## config.mk

```make
export PLATFORM = sky130hd
export DESIGN_NAME = sacl_lru_update
export DESIGN_NICKNAME = d
export VERILOG_FILES = /design/src/design/sacl_pkg.sv /design/src/design/sacl_lru_update.sv
export SDC_FILE = /design/constraint.sdc
export NUM_CORES = 1
export LEC_CHECK = 0
export ABC_AREA = 1
export ABC_CLOCK_PERIOD_IN_PS = 3400
export BUFFER_PORTS_ARGS = -buffer_cell sky130_fd_sc_hd__buf_2
export CORE_AREA = 10 10 229 231
export DETAILED_ROUTE_END_ITERATION = 6
export DIE_AREA = 0 0 239 241
export SYNTH_ARGS = -nofsm -noshare
export SYNTH_HDL_FRONTEND = slang
export SYNTH_SLANG_ARGS = --single-unit
```

## constraint.sdc

```tcl
create_clock -name vclk -period 3.4
set_clock_uncertainty 0.15 [all_clocks]
set_input_delay 0.17 -clock vclk [all_inputs]
set_output_delay 0.17 -clock vclk [all_outputs]
set_load 0.05 [all_outputs]
```

## src/design/sacl_pkg.sv

```systemverilog
// ----------------------------------------------------------------------------
// sacl_pkg
// Shared constants and types of the set-associative LRU tag tracker:
// configuration register indexes, fixed port widths and lookup status.
// ----------------------------------------------------------------------------
package sacl_pkg;

    localparam int CFG_IDX_W  = 2;
    localparam int CFG_DATA_W = 4;
    localparam int CNT_W      = 32;
    localparam int WAY_OUT_W  = 3;

    localparam logic [CFG_IDX_W-1:0] CFG_SET_BITS   = 2'd0;
    localparam logic [CFG_IDX_W-1:0] CFG_WAY_COUNT  = 2'd1;
    localparam logic [CFG_IDX_W-1:0] CFG_BLOCK_BITS = 2'd2;

    typedef struct packed {
        logic hit;
        logic evicted;
    } lookup_status_t;

endpackage

```

## src/design/sacl_lru_update.sv

```systemverilog
// ----------------------------------------------------------------------------
// sacl_lru_update
// Tag compare over all ways of one set, victim choice by exact LRU rank and
// the updated row to write back.
// ----------------------------------------------------------------------------
module sacl_lru_update #(
    parameter  int MAX_WAYS  = 8,
    parameter  int ADDR_BITS = 32,
    localparam int WAY_W     = (MAX_WAYS > 1) ? $clog2(MAX_WAYS) : 1,
    localparam int NCNT_W    = $clog2(MAX_WAYS + 1)
) (
    input  logic [NCNT_W-1:0]                  way_num,
    input  logic [ADDR_BITS-1:0]               tag,
    input  logic [MAX_WAYS-1:0]                old_valid,
    input  logic [MAX_WAYS-1:0][ADDR_BITS-1:0] old_tag,
    input  logic [MAX_WAYS-1:0][WAY_W-1:0]     old_rank,
    output sacl_pkg::lookup_status_t           status,
    output logic [WAY_W-1:0]                   way_sel,
    output logic [MAX_WAYS-1:0]                new_valid,
    output logic [MAX_WAYS-1:0][ADDR_BITS-1:0] new_tag,
    output logic [MAX_WAYS-1:0][WAY_W-1:0]     new_rank
);

    always_comb begin
        logic [MAX_WAYS-1:0] in_use;
        logic                hit_found;
        logic                vic_found;
        logic [WAY_W-1:0]    hit_way;
        logic [WAY_W-1:0]    vic_way;
        logic [WAY_W-1:0]    sel;
        logic [WAY_W-1:0]    sel_rank;

        hit_found = 1'b0;
        vic_found = 1'b0;
        hit_way   = '0;
        vic_way   = '0;
        for (int w = 0; w < MAX_WAYS; w++) begin
            in_use[w] = (NCNT_W'(w) < way_num);
            if (!hit_found && in_use[w] && old_valid[w] && (old_tag[w] == tag)) begin
                hit_found = 1'b1;
                hit_way   = WAY_W'(w);
            end
            // least recent way in use; never-used ways hold the lowest ranks in order
            if (!vic_found && in_use[w] && (old_rank[w] == '0)) begin
                vic_found = 1'b1;
                vic_way   = WAY_W'(w);
            end
        end

        sel      = hit_found ? hit_way : vic_way;
        sel_rank = old_rank[sel];

        status.hit     = hit_found;
        status.evicted = !hit_found && old_valid[sel];
        way_sel        = sel;

        new_valid = old_valid;
        new_tag   = old_tag;
        new_rank  = old_rank;
        for (int j = 0; j < MAX_WAYS; j++) begin
            if (in_use[j]) begin
                if (WAY_W'(j) == sel) begin
                    new_rank[j] = WAY_W'(way_num - NCNT_W'(1));
                end else if (old_rank[j] > sel_rank) begin
                    new_rank[j] = old_rank[j] - WAY_W'(1);
                end
            end
        end
        if (!hit_found) begin
            new_valid[sel] = 1'b1;
            new_tag[sel]   = tag;
        end
    end

endmodule

```

==> summary.md <==
| Metric | Value |
|---|---|
| Wire length of the first global-routing pass | between 100,000 and 150,000 µm |
| Critical path buffer and inverter count | 5 |
| Detailed placer's ending HPWL | 76,200 µm |
| Upper clock frequency limit | between 0.2 and 0.25 GHz |
| Synthesized Nets | ~2,300 |
| Setup slack after layout | -0.720 ns |
| Total gr overflow | 0 |
| Avg Vias per Cell | 5.19 |
| Starting DRC count in detailed routing | 1,997 |
| Crit path required time | just over 3 ns |
| Register area share after synthesis | 0 |
| Share of post-route cells with drive strength above 1 | 0.570 |
| Number of remaining DRC errors | 0 |
| Minimum setup slack after placement | -0.966 ns |
| Overall die area | 57,600 µm² |
| Endpoints failing hold | 0 |
| Proportion of netlist area held by the largest area contributor | 0.296 |
| Cell type group with the largest total delay on the critical path | simple AND/OR/NAND/NOR gates |
| Overall power of the completed layout | a little under 7 mW |
| Area of the mapped netlist | about 9300 µm² |
| Die outline height | 241 µm |
| Critical-path cell list | buf_2, inv_2, o21ai_0, nor2_1, nand2_1, nor2_1, nand3_2, nor2_2, nor2_4, nor2_2, nor2_2, nand2_4, buf_12, nor2_4, a221oi_2, a32o_2, buf_6, ha_4, nand4_1, nand2_2, nand2_2, nand3_2, a21oi_4, buf_12 |
| Crit Path Category | in2out |
| Via count | about 19,000 |
| Number of instances in the synthesized netlist | 1,969 |
| Maximum fanout along the worst path | 7 |
| Library cells used by synthesis | 45 |
| Die width | 239 µm |
| Largest stage delay, worst path | 0.29 ns |
| # rows | 80 |
| Final weighted congestion of routability-driven global placement | 0.991 |
| Most common cell in the synthesized netlist | nand2_1 |
| Initial antenna violation count | 15 |
| Count of input and output buffers | a little over 600 |
| Commonest cells post-synth | nand2_1 (731), o21ai_0 (334), inv_1 (215) |
| Type of element launching the critical path | input pin |
| Path category of the worst min-delay check | in2out |
| Growth of design area from synthesis to finish | 155% |
| Setup-violating endpoint count in the final report | approximately 250 |
| Overall routed net length | slightly below 100,000 µm |
| Share of the core filled with cells | 0.497 |
| Count of max-cap constraint violations | 0 |
| Crit. End Element | output port |
| IR Drop Worst-Case VDD | around 0.00023 V |
| Failing checks | setup timing |
| Most area-hungry cell type in the Yosys netlist | nand2_1 |
| Via count of the first global-routing pass | 17,400 |
| Worst hold slack | around 0.54 ns |
| Data arrival time of the worst path | about 3.8 ns |
| Std-Cell Core Area | between 40,000 and 50,000 µm² |
| Number of warnings issued by yosys | 0 |
| Top-level port count | ~600 |
| Register area | 0 µm² |
| FF+latch count | 0 |
| Post-DR wirelength/cell | about 27 µm |
| Worst-path cell with the longest stage delay | a32o_2 |
| Power density over the cells | between 200 and 300 nW/µm² |
| Routed Antenna Nets | 0 |
| Overall fraction of global-route tracks in use | 0.301 |
| Portion of the clock cycle consumed by the worst path in the final layout | 1.21 |
| Tightest Pin Transition | roughly 0.67 ns |
| Count of clock buffers in the final design | 0 |
| Initial DRT Pass Iterations | 6 |
| Pin count of the biggest net entering global routing | 66 |
| Cell area after layout | about 24,000 µm² |
| Starting density of the core | 0.195 |
| Static leakage | ~12 nW |
| Outcome | finished with violations |
| Placed cell areas | between 15,000 and 20,000 µm² |
| Avg Inst Size Synth | 4.71 µm² |
| Final critical path time including I/O delays and setup | approximately 4 ns |
| Net count reported at finish | 3,330 |
| Cell repeated most along the worst path | nor2_2 |
| Worst max-slew margin expressed relative to the limit | 0.553 |
| Unrepaired setup endpoints after global routing | yes |
| Largest cells by area after synthesis | nand2_1 (30%), o21ai_0 (18%), inv_1 (8.7%) |
| Fin. max-slew vios | 0 |
[timing repair]
action	4_1_cts	5_1_grt
hold endpoints to repair	0	0
setup buffers	21	25
setup endpoints to repair	289	289
resized for setup	474	440
gates cloned	17	16
hold buffers	0	0
pin swaps	74	108
[cells by family (layout without fill, tap and decap cells)]
| group | count (synthesis) | count (layout) | synth area share |
|---|---|---|---|
| adder cells (fa/ha/maj) | 35 | 35 | 0.0472 |
| XOR/XNOR | 74 | 74 | 0.0699 |
| AND/OR/NAND/NOR | 1061 | 1063 | 0.480 |
| buffers and inverters | 374 | 1372 | 0.162 |
| other | 0 | 15 | 0 |
| AO/OA/AOI/OAI | 425 | 425 | 0.241 |
[worst paths after layout]
path	end	cells past startpoint	startpoint
min	new_tag[229]	4	old_tag[229]
max	new_rank[7]	24	tag[26]
[stage by stage]
stage	cells	TNS, ns
after floorplan	1969	-18.29
after global placement	3514	-62.17
after detailed placement	3514	-64.87
after CTS	3550	-25.99
after global routing	3592	-83.28
final	3599	-48.95
[final cells by class]
type / instances / area, µm²
Multi-Input combinational cell: 1597 / 10900
Timing Repair Buffer: 1113 / 10800
Fill cell: 4562 / 23900
Antenna cell: 15 / 37.5
Inverter: 259 / 1040
Tap cell: 615 / 769
[power by group]
part | total, mW | leakage, nW | internal (mW) | switching, mW
Combinational | 6.75 | 12.0 | 2.71 | 4.04
Clock | 0.000000591 | 0.0000951 | 0.000000591 | 0
Sequential | 0 | 0 | 0 | 0
Total | 6.75 | 12.0 | 2.71 | 4.04
[routing by layer]
metal	part of all wire	GRT usage	vias to the layer above
met1	0.38	0.378	8593
met3	0.11	0.0695	349
met2	0.45	0.507	1425
met5	0.00013	0	-
met4	0.051	0.0843	2
li1	-	-	8310
[layout by cell type (no fill, tap or decap), types with 22 or more instances in the layout]
cell type,synthesis,final
inv_2,42,28
o21ai_1,31,70
nand2_2,13,134
o21ai_2,0,99
buf_2,45,349
nand3_2,2,47
buf_6,2,125
o21ai_0,334,79
nand3_1,98,48
nand4_1,39,39
buf_8,0,41
inv_1,215,209
buf_12,0,173
buf_4,6,398
nor2_1,137,117
nand2_4,6,37
xor2_1,24,22
nand2_1,731,574
o21ai_4,3,120
xnor2_1,50,46
(Power assumes the default switching activity.)
